**config.mk**
```make
export PLATFORM = sky130hd
export DESIGN_NAME = brq_queue
export DESIGN_NICKNAME = d
export VERILOG_FILES = /design/src/rtl/broadcast_ring_queue_top_assert.svh /design/src/rtl/brq_pkg.sv /design/src/rtl/brq_queue.sv
export SDC_FILE = /design/constraint.sdc
export NUM_CORES = 1
export LEC_CHECK = 0
export ABC_AREA = 1
export BUFFER_PORTS_ARGS = -buffer_cell sky130_fd_sc_hd__clkbuf_2
export CORE_UTILIZATION = 50
export DETAILED_ROUTE_END_ITERATION = 10
export GPL_TIMING_DRIVEN = 0
export HOLD_SLACK_MARGIN = 0.1
export PLACE_DENSITY = 0.75
export SKIP_LAST_GASP = 1
export SYNTH_ARGS = -nofsm -noshare
export SYNTH_HDL_FRONTEND = slang
export SYNTH_SLANG_ARGS = --single-unit
```
**constraint.sdc**
```tcl
create_clock -name clk -period 7.1 [get_ports clk]
set_input_delay 1.42 -clock clk [delete_from_list [all_inputs] [get_ports clk]]
set_output_delay 1.42 -clock clk [all_outputs]
set_load 0.02 [all_outputs]
```
**src/rtl/broadcast_ring_queue_top_assert.svh**
```systemverilog
// assertion macros used by the broadcast ring queue back end
`ifndef BROADCAST_RING_QUEUE_TOP_ASSERT_SVH
`define BROADCAST_RING_QUEUE_TOP_ASSERT_SVH

// same-cycle implication, checked on clk, off while rst_n is low
`define BRQ_ASSERT_NOW(label, cond, prop, msg) \
    label: assert property (@(posedge clk) disable iff (!rst_n) (cond) |-> (prop)) \
        else $error(msg);

// next-cycle implication, checked on clk, off while rst_n is low
`define BRQ_ASSERT_NEXT(label, cond, prop, msg) \
    label: assert property (@(posedge clk) disable iff (!rst_n) (cond) |=> (prop)) \
        else $error(msg);

`endif

```
**src/rtl/brq_pkg.sv**
```systemverilog
// types and constants of the broadcast ring queue
package brq_pkg;

    localparam logic [1:0] FUNC_WRITE  = 2'd0;
    localparam logic [1:0] FUNC_READ   = 2'd1;
    localparam logic [1:0] FUNC_NEWEST = 2'd2;
    localparam logic [1:0] FUNC_ATTACH = 2'd3;

    localparam int QUEUE_DEPTH = 2;

    typedef struct packed {
        logic [1:0]  func;
        logic [2:0]  reader_id;
        logic [63:0] payload;
    } cmd_t;

    typedef struct packed {
        logic        found;
        logic [63:0] data_out;
        logic [31:0] seq_out;
    } rsp_t;

    typedef enum logic [2:0] {
        OP_WRITE,
        OP_READ,
        OP_NEWEST,
        OP_ATTACH,
        OP_REJECT
    } op_kind_t;

    typedef struct packed {
        op_kind_t    kind;
        logic [2:0]  reader;
        logic [63:0] payload;
    } op_t;

    typedef struct packed {
        logic empty;
        logic full;
    } queue_status_t;

    typedef enum logic {
        ST_IDLE,
        ST_LOOKUP
    } back_state_t;

endpackage

```
**src/rtl/brq_queue.sv**
```systemverilog
// short op queue between front and back
module brq_queue (
    input  logic                   clk,
    input  logic                   rst_n,
    input  logic                   push,
    input  brq_pkg::op_t           push_op,
    input  logic                   pop,
    output brq_pkg::op_t           head_op,
    output brq_pkg::queue_status_t status
);

    localparam int PW = (brq_pkg::QUEUE_DEPTH > 1) ? $clog2(brq_pkg::QUEUE_DEPTH) : 1;
    localparam int CW = $clog2(brq_pkg::QUEUE_DEPTH + 1);

    brq_pkg::op_t    entry_reg [brq_pkg::QUEUE_DEPTH];
    logic [PW-1:0]   wr_ptr_reg, wr_ptr_next;
    logic [PW-1:0]   rd_ptr_reg, rd_ptr_next;
    logic [CW-1:0]   cnt_reg, cnt_next;
    logic            do_push, do_pop;

    assign status.empty = (cnt_reg == '0);
    assign status.full  = (cnt_reg == CW'(brq_pkg::QUEUE_DEPTH));
    assign head_op      = entry_reg[rd_ptr_reg];
    assign do_push      = push && !status.full;
    assign do_pop       = pop && !status.empty;

    always_comb
    begin
        wr_ptr_next = wr_ptr_reg;
        rd_ptr_next = rd_ptr_reg;
        cnt_next    = cnt_reg;
        if (do_push)
        begin
            wr_ptr_next = (wr_ptr_reg == PW'(brq_pkg::QUEUE_DEPTH - 1)) ? '0
                                                                       : wr_ptr_reg + 1'b1;
        end
        if (do_pop)
        begin
            rd_ptr_next = (rd_ptr_reg == PW'(brq_pkg::QUEUE_DEPTH - 1)) ? '0
                                                                       : rd_ptr_reg + 1'b1;
        end
        if (do_push && !do_pop)
        begin
            cnt_next = cnt_reg + 1'b1;
        end
        else if (do_pop && !do_push)
        begin
            cnt_next = cnt_reg - 1'b1;
        end
    end

    always_ff @(posedge clk or negedge rst_n)
    begin
        if (!rst_n)
        begin
            wr_ptr_reg <= '0;
            rd_ptr_reg <= '0;
            cnt_reg    <= '0;
        end
        else
        begin
            wr_ptr_reg <= wr_ptr_next;
            rd_ptr_reg <= rd_ptr_next;
            cnt_reg    <= cnt_next;
        end
    end

    always_ff @(posedge clk)
    begin
        if (do_push)
        begin
            entry_reg[wr_ptr_reg] <= push_op;
        end
    end

endmodule

```
* Word level (Yosys, flattened, before mapping)
Memory sizes are Yosys's and may differ from the RTL's.
Cells that the tools add are included.
** Word-level totals
- Logic and storage cells :: 25
- Memories kept :: 1
- Memory bits (writable) :: 140
- Output and inout bits :: 72
- Flip-flop bits (word level) :: 4
** Memories
- entry_reg :: words 2, bits a word 70, read ports 1, clocked after memory_dff 0, write ports 1, line brq_queue.sv:15 : brq_pkg::op_t entry_reg [brq_pkg::QUEUE_DEPTH];
** Cells by class
- Equal/unequal tests :: 1
- Mux-type cells :: 6
- Reductions and logical operators :: 10
- Add/sub/neg operators :: 4
** Operators by type and width (number)
- $logic_and A1 B1 Y1 :: 4
- $logic_not A1 Y1 :: 4
- $mux W1 :: 4
- $mux W2 :: 2
- $add A1 B1 Y1 const B :: 2
- $add A2 B1 Y2 const B :: 1
- $eq A2 B2 Y1 const B :: 1
- $logic_not A2 Y1 :: 1
- $reduce_bool A2 Y1 :: 1
- $sub A2 B1 Y2 const B :: 1

* Depth between registers and ports, before layout
Gate-level depths: netlist of the first run.
- Word-level depth :: 7
- Mapped depth :: 9
- Gate-level depth less buffers :: 9

* Worst setup path after synthesis of the first run
OpenSTA, ideal clock, no wires.
- Path kind :: in2reg
- From :: input push
- To :: memory entry_reg[1][0] in the netlist's numbering (enable)
- Buffers on the path :: 0
- Cell stages on the path :: 2
- Data required time :: 6602 ps
- Arrival time :: 4420 ps
- Slack :: 2181 ps
- Cells stage by stage :: o21ai_1 nor2_1
** On the way
- Word-level cells in the longest chain between the ends :: 3
** RTL lines
- start, declared :: line brq_queue.sv:5 : input logic push,
- $logic_and A1 B1 Y1 :: line brq_queue.sv:24 : assign do_push = push && !status.full;
- $mux W1 :: line brq_queue.sv:70 : if (do_push)
- $mux W1 (implied by the code) :: line brq_queue.sv:72 : entry_reg[wr_ptr_reg] <= push_op;
- end, declared :: line brq_queue.sv:15
Every way passes these cells.

==> run metrics, run 1 <==
status=finished, final reports clean; Pwr Total=between 3000 and 4000 uW; Crit path required time=5.68 ns; H-tree levels=4; fmax=~340 MHz; DR vias=3365; Ys Warns=0; gr ovfl total=0; clock buffer depth=2; Largest register FFs=140; Yosys cell types=20; Final min period=approximately 2.9 ns; crit path DAT=between 1.5 and 2 ns; Post-CTS Setup Repair Bufs=0; cts repair resizes=0; DR iter-0 viols=between 100 and 150; crit path launch type=flip-flop; Layout Nets=about 640; DR DRC count=0; Placer Congestion=around 0.70; syn nets=roughly 470; Final period util=0.415; row count=40; die height=113 um; kind of critical path=reg2out; top post-synthesis cells by area=edfxtp_1 68%, nand2_4 13%, nand2_2 7.2%; Synth top area share=0.684; Final Hold Vio Count=0; Num CTS Buffers=17; unrepaired setup endpoints after global routing=no; DIE AREA=12700 um^2; # hold bufs at CTS=0; maxcap violations=0; Seq/Total Area, Yosys=0.700; worst-margin pin slew=between 0.9 and 1 ns; clk root buf=clkbuf_16; Syn Inst Count=397; HPWL after DPL=roughly 7000 um; die width=approximately 110 um; final WL=~10000 um; Worst-Skew Late Latency=between 0.4 and 0.5 ns; synthesized area=approximately 6100 um^2; Util after Layout=0.638; Slew Viols, Final=0; IO Pins=about 150; worst-case vdd ir drop=around 0.24 mV; P&R area growth vs syn=24.7%; CTS tree=done; TritonRoute pass-1 iters=5; global-route usage over all layers=0.172; n_diodes=0; first-pass GRT wire length=between 15000 and 20000 um; #FFs+latches synth=144; final setup fails=0; Final ANT Viol Nets=0; clk_skew=~0.0079 ns; clock sinks=around 140; PD cells=between 400 and 500 nW/um^2; Synth area leader=edfxtp_1; largest net degree at the start of global routing=71; CTS clk-pin slew, worst paths=roughly 0.05 ns; reg2reg setup slack=5.12 ns; highest net fanout along the worst path=10; Final TNS setup=0 ns; layout cells sized above 1=0.586; Port Buffers=approximately 150; wire length per cell=14.1 um; leakage=0.00336 uW; syn avg cell area=15.5 um^2; initial antenna violation count=0; relative slew slack=0.386; Via density=around 4.7; vias in the first global route=~3400; crit end category=output port; core area=12000 um^2; Starting Density=0.512; min-delay worst type=reg2reg
cell usage in the layout, fill, tap and decap left out:
cell type / synthesis / final
inv_4: 0 / 1
nor2_1: 2 / 1
nor2_4: 1 / 2
edfxtp_1: 140 / 140
bufinv_16: 0 / 2
clkinv_1: 0 / 4
dfrtp_1: 4 / 4
buf_16: 0 / 1
clkbuf_2: 0 / 145
inv_12: 1 / 1
clkinv_2: 0 / 4
buf_2: 7 / 7
nand2_2: 71 / 71
nand3_1: 1 / 1
nand4_1: 1 / 1
nand3b_4: 1 / 1
ha_1: 1 / 1
nor2_2: 1 / 1
nand2_1: 78 / 78
clkbuf_16: 0 / 17
buf_12: 7 / 8
xnor2_1: 1 / 1
inv_2: 1 / 1
inv_1: 6 / 5
nand2_4: 70 / 70
buf_6: 1 / 1
clkinvlp_4: 0 / 4
o21ai_1: 2 / 2
critical path, stage by stage (launching register included):
cell and delay [ns]:
dfrtp_1 0.37, buf_6 0.16, inv_12 0.12, buf_12 0.18
nand2_4 0.05, nand2_2 0.06, clkbuf_2 0.16
Yosys cell counts:
cell      number
edfxtp_1     140
nand2_1       78
nand2_2       71
nand2_4       70
buf_12         7
buf_2          7
inv_1          6
dfrtp_1        4
nor2_1         2
o21ai_1        2
buf_6          1
ha_1           1
inv_12         1
inv_2          1
nand3_1        1
nand3b_4       1
nand4_1        1
nor2_2         1
nor2_4         1
xnor2_1        1
stage by stage:
| step | setup WS (ns) | area [um^2] | hold slack, ns | cells |
|---|---|---|---|---|
| floorplan | 2.18 | 6150 | 0.449 | 397 |
| global placement | 0.410 | 7060 | 0.464 | 689 |
| detailed placement | 4.11 | 7110 | 0.494 | 691 |
| CTS | 4.12 | 7660 | 0.510 | 722 |
| global route | 4.07 | 7660 | 0.530 | 722 |
| finish | 4.16 | 7660 | 0.505 | 722 |
metal layers:
| metal | global-route usage | routed length, um |
|---|---|---|
| met2 | 0.306 | 5380 |
| met1 | 0.187 | 4170 |
| met3 | 0.0503 | 454 |
| met5 | 0 | 0 |
| met4 | 0.0877 | 199 |
area by class of cell:
cell class / count / area (um^2)
clock inverters: 14 / 125
clock buffers: 17 / 425
well taps: 147 / 184
fillers: 886 / 4350
inverters: 8 / 45.0
plain buffers: 15 / 186
flip-flops and latches: 144 / 4300
repair buffers: 147 / 773
multi-input cells: 230 / 1620
where the power goes:
part           internal (uW)  switching, uW  leakage [uW]
sequential              1170           89.9       0.00135
clock                    505            315      0.000260
combinational            484            923       0.00175
total                   2160           1330       0.00336
path summary, 6_finish.rpt:
check,end,cells after the start,startpoint
worst min-delay path,wr_ptr_reg,2,wr_ptr_reg
worst min register to register,wr_ptr_reg,2,wr_ptr_reg
max in group asynchronous,wr_ptr_reg,1,rst_n
worst max-delay path,head_op[62],6,rd_ptr_reg
worst max register to register,entry_reg[1][25],4,cnt_reg[0]
min in group asynchronous,cnt_reg[0],1,rst_n
logic make-up after synthesis:
logic type / share of synthesized area
AOI/OAI and AO/OA: 0.00163
xor gates and xnor gates: 0.00143
adders and majority gates: 0.00204
buffers and inverters: 0.0373
DFF: 0.700
and+or+nand+nor: 0.257
Power figures use the tool's default switching activity.
==> run 2: changes to the inputs <==
Settings changed: CORE_UTILIZATION 50 to 48.
Clock period 7.1 ns to 2.4 ns, I/O delays scaled along.
==> run metrics, run 2 (synthesis results as in run 1) <==
status=finished, final reports clean; vias in the first global route=3543; Worst path max stage delay=0.63 ns; leading cell types in the layout, fill and taps excluded=145 x clkbuf_2, 140 x edfxtp_1, 78 x nand2_1; CTS clk-pin slew, worst paths=about 0.060 ns; Port Buffers=145; Final min period=roughly 2.2 ns; wire length per cell=between 10 and 15 um; CTS tree=done; Post-CTS Setup Repair Bufs=0; HPWL after DPL=between 7000 and 8000 um; Num CTS Buffers=17; highest net fanout along the worst path=38; global-route usage over all layers=0.173; final WL=approximately 11000 um; min-delay worst type=in2reg; setup slack at placement=roughly 0.17 ns; worst-case vdd ir drop=around 0.67 mV; maxcap violations=0; kind of critical path=reg2reg; cell chain of the critical path=nor2_2 > nor2_4 > nand2_2 > clkinvlp_4 > buf_12; DIE AREA=between 10000 and 15000 um^2; first-pass GRT wire length=16600 um; Multi-input gate area=roughly 1600 um^2; buffers and inverters on the worst path=2; FF+latch area=about 4300 um^2; Final period util=0.898; Top delay family on crit path=buffers and inverters; n_diodes=0; gr ovfl total=0; crit path DAT=about 2.3 ns; die width=approximately 120 um; initial antenna violation count=0; unrepaired setup endpoints after global routing=no; DR vias=between 3000 and 4000; TritonRoute pass-1 iters=4; Final Hold Vio Count=0; H-tree levels=4; DR DRC count=0; Worst-Skew Late Latency=0.42 ns; Final ANT Viol Nets=0; most common cell after layout, fill and taps aside=clkbuf_2; leakage=around 0.0034 uW; row count=40; Via density=~4.6; fmax=464 MHz; largest net degree at the start of global routing=39; Starting Density=0.501; cts repair resizes=0; crit end category=flip-flop; final setup fails=0; IO Pins=approximately 150; Crit path required time=about 2.6 ns; relative slew slack=0.474; clk root buf=clkbuf_16; fill count=959; Placer Congestion=approximately 0.68; setup ws final=0.246 ns; clock sinks=144; DR iter-0 viols=~160; clock buffer depth=2; Util after Layout=0.631; PD cells=around 1300 nW/um^2; core area=about 12000 um^2; worst-margin pin slew=0.788 ns; Layout Nets=640; crit path launch type=flip-flop; crit path max-delay cell type=clkinvlp_4; layout cells sized above 1=0.592; P&R area growth vs syn=25.9%; final non-filler cell total=between 700 and 800; clk_skew=0.00508 ns; Largest register FFs=140; Slew Viols, Final=0; Placed Instances=713; die height=between 100 and 150 um
==> run 2: cell count changes in the layout (fill, tap and decap cells not counted), sizes merged <==
cell         previous run  this run
dlygate4sd3             0         1
buf                    17        18
clkinv                  8         7
inv                     8         7
clkinvlp                4         7
==> run 2: final cells by class <==
cell class	instances	area share
flip-flops and latches	144	0.556
multi-input cells	230	0.209
repair buffers	149	0.103
clock buffers	17	0.0550
well taps	168	0.0272
plain buffers	15	0.0241
clock inverters	15	0.0189
inverters	8	0.00599
==> run 2: path summary, 6_finish.rpt <==
check | startpoint | to | slack [ns] | cells past startpoint
setup / recovery | cnt_reg[0] | entry_reg[0][2] | 0.25 | 5
hold / removal | push_op[47] | entry_reg[1][47] | 0.25 | 1
setup reg to reg | cnt_reg[0] | entry_reg[0][2] | 0.25 | 5
hold reg to reg | wr_ptr_reg | wr_ptr_reg | 0.48 | 2
max in group asynchronous | rst_n | wr_ptr_reg | 1.84 | 2
min in group asynchronous | rst_n | rd_ptr_reg | 0.42 | 2
==> run 2: what timing repair did <==
item	4_1_cts	5_1_grt
endpoints found under the hold margin	4	0
setup endpoints to repair	0	0
hold buffers	1	0
==> run 2: power by group <==
part | internal, uW | leakage, uW | switching, uW | total, uW
clock | 1520 | 0.000264 | 982 | 2500
combinational | 1450 | 0.00175 | 2760 | 4210
sequential | 3450 | 0.00135 | 268 | 3710
==> run 2: metal layers <==
metal | up-vias | global-route usage | part of all wire
li1 | 1676 | - | -
met1 | 1601 | 0.186 | 0.40
met2 | 119 | 0.299 | 0.52
met3 | 21 | 0.0554 | 0.055
met4 | 0 | 0.102 | 0.022
met5 | - | 0 | 0
==> run 2: stage by stage <==
stage	hold WS, ns	cell area, um^2	setup TNS [ns]	total power, uW
floorplan	0.184	6160	0	6820
CTS	0.228	7730	0	10600
detailed placement	0.302	7150	0	8050
global placement	0.293	7090	-48.94	7900
finish	0.252	7730	0	10400
global route	0.234	7730	0	11000
==> run 3: changes to the inputs <==
Settings changed: RECOVER_POWER set to 50.
==> run metrics, run 3 (synthesis results as in run 1) <==
row count=40; Final min period=around 2.1 ns; Finished Cell Area=approximately 7600 um^2; unrepaired setup endpoints after global routing=no; P&R area growth vs syn=23.9%; maxcap violations=0; HPWL after DPL=7310 um; worst-case vdd ir drop=~0.68 mV; Placer Congestion=about 0.68; vias in the first global route=between 3000 and 4000; Starting Density=0.501; clock sinks=around 140; min-delay worst type=in2reg; Placed Instances=just over 700; setup slack at placement=roughly 0.17 ns; DR iter-0 viols=about 130; Port Buffers=approximately 150; fmax=470 MHz; Slew Viols, Final=0; fill count=around 1000; DIE AREA=approximately 13000 um^2; CTS clk-pin slew, worst paths=around 0.060 ns; clk root buf=clkbuf_16; first-pass GRT wire length=roughly 17000 um; relative slew slack=0.475; wire length per cell=roughly 14 um; DR vias=~3400; IO Pins=around 150; Final TNS setup=0 ns; Crit path required time=approximately 2.6 ns; worst-margin pin slew=about 0.8 ns; dpl cell area=slightly above 7000 um^2; clk_skew=just under 0.005 ns; core area=between 10000 and 15000 um^2; n_diodes=0; most common cell after layout, fill and taps aside=edfxtp_1; Final period util=0.887; crit end category=flip-flop; global-route usage over all layers=0.173; leakage=roughly 0.0032 uW; PD cells=1360 nW/um^2; Min-Delay Path Depth=1; final WL=between 10000 and 15000 um; DR DRC count=0; reg2reg setup slack=0.27 ns; H-tree levels=4; final non-filler cell total=746; die width=approximately 120 um; worst min-delay path startpoint=push_op[47]; setup ws final=~0.27 ns; status=finished, final reports clean; final setup fails=0; die height=115 um; Endpoint, Worst Hold=entry_reg[0][47]; cts repair resizes=0; Pwr Total=around 10000 uW; Final Hold Vio Count=0; crit path DAT=between 2 and 2.5 ns; Final ANT Viol Nets=0; gr ovfl total=0; R2R cell count=5; Worst-Skew Late Latency=between 0.4 and 0.5 ns; initial antenna violation count=0; crit path launch type=flip-flop; worst r2r src=cnt_reg[0]; Largest register FFs=140; reg2reg end=entry_reg[0][2]; largest net degree at the start of global routing=39; kind of critical path=reg2reg; clock buffer depth=2; TritonRoute pass-1 iters=4; Num CTS Buffers=17; leading cell types in the layout, fill and taps excluded=140 x edfxtp_1, 91 x clkbuf_2, 78 x nand2_1; layout cells sized above 1=0.491; highest net fanout along the worst path=38; CTS tree=done; Layout Nets=between 600 and 700; Via density=~4.6
run 3: routing by layer:
layer	vias up	wire length (um)	share of wire	global-route usage
met1	1602	4330	0.40	0.186
met3	23	594	0.055	0.0554
met5	-	0	0	0
li1	1673	-	-	-
met4	0	253	0.024	0.102
met2	110	5550	0.52	0.299
run 3: final cells by class:
class                      instances  area [um^2]  area share
buffer                            15          186      0.0245
tap                              168          210      0.0276
timing repair buffer             149          703      0.0923
clock buffer                      17          425      0.0559
sequential                       144         4300       0.565
inverter                           8         46.3     0.00608
multi-input combinational        230         1590       0.209
clock inverter                    15          146      0.0192
run 3: repair_timing:
action | in CTS | in global routing
setup buffers | 0 | 0
hold endpoints to repair | 4 | 0
hold buffers | 1 | 0
run 3: worst max-delay path, stage by stage, from the launching register on:
cell and delay, ns:
dfrtp_1 0.46, nor2_2 0.15, nor2_1 0.07, nand2_2 0.09, clkinvlp_4 0.63, buf_12 0.45
run 3: metrics by stage:
stage / hold slack (ns) / utilization
2_1_floorplan: 0.184 / -
3_3_place_gp: 0.293 / 0.578
3_5_place_dp: 0.302 / 0.583
4_1_cts: 0.228 / 0.631
5_1_grt: 0.234 / 0.621
6_report: 0.250 / 0.621
run 3: worst max path at each step:
stage | from | endpoint | slack [ns] | cells past startpoint
2_1_floorplan | cnt_reg[0] | entry_reg[0][0] | 0.13 | 4
5_1_grt | cnt_reg[1] | entry_reg[0][2] | 0.1 | 6
4_1_cts | cnt_reg[0] | entry_reg[0][3] | 0.18 | 5
3_5_place_dp | push | entry_reg[0][2] | 0.17 | 6
3_3_place_gp | push | entry_reg[0][2] | -0.40 | 5
6_report | cnt_reg[0] | entry_reg[0][2] | 0.27 | 5
run 3: where the power goes:
| part | internal [uW] | total (uW) | switching (uW) |
|---|---|---|---|
| sequential | 3450 | 3720 | 266 |
| clock | 1510 | 2500 | 989 |
| combinational | 1390 | 4130 | 2740 |
| total | 6360 | 10300 | 3990 |
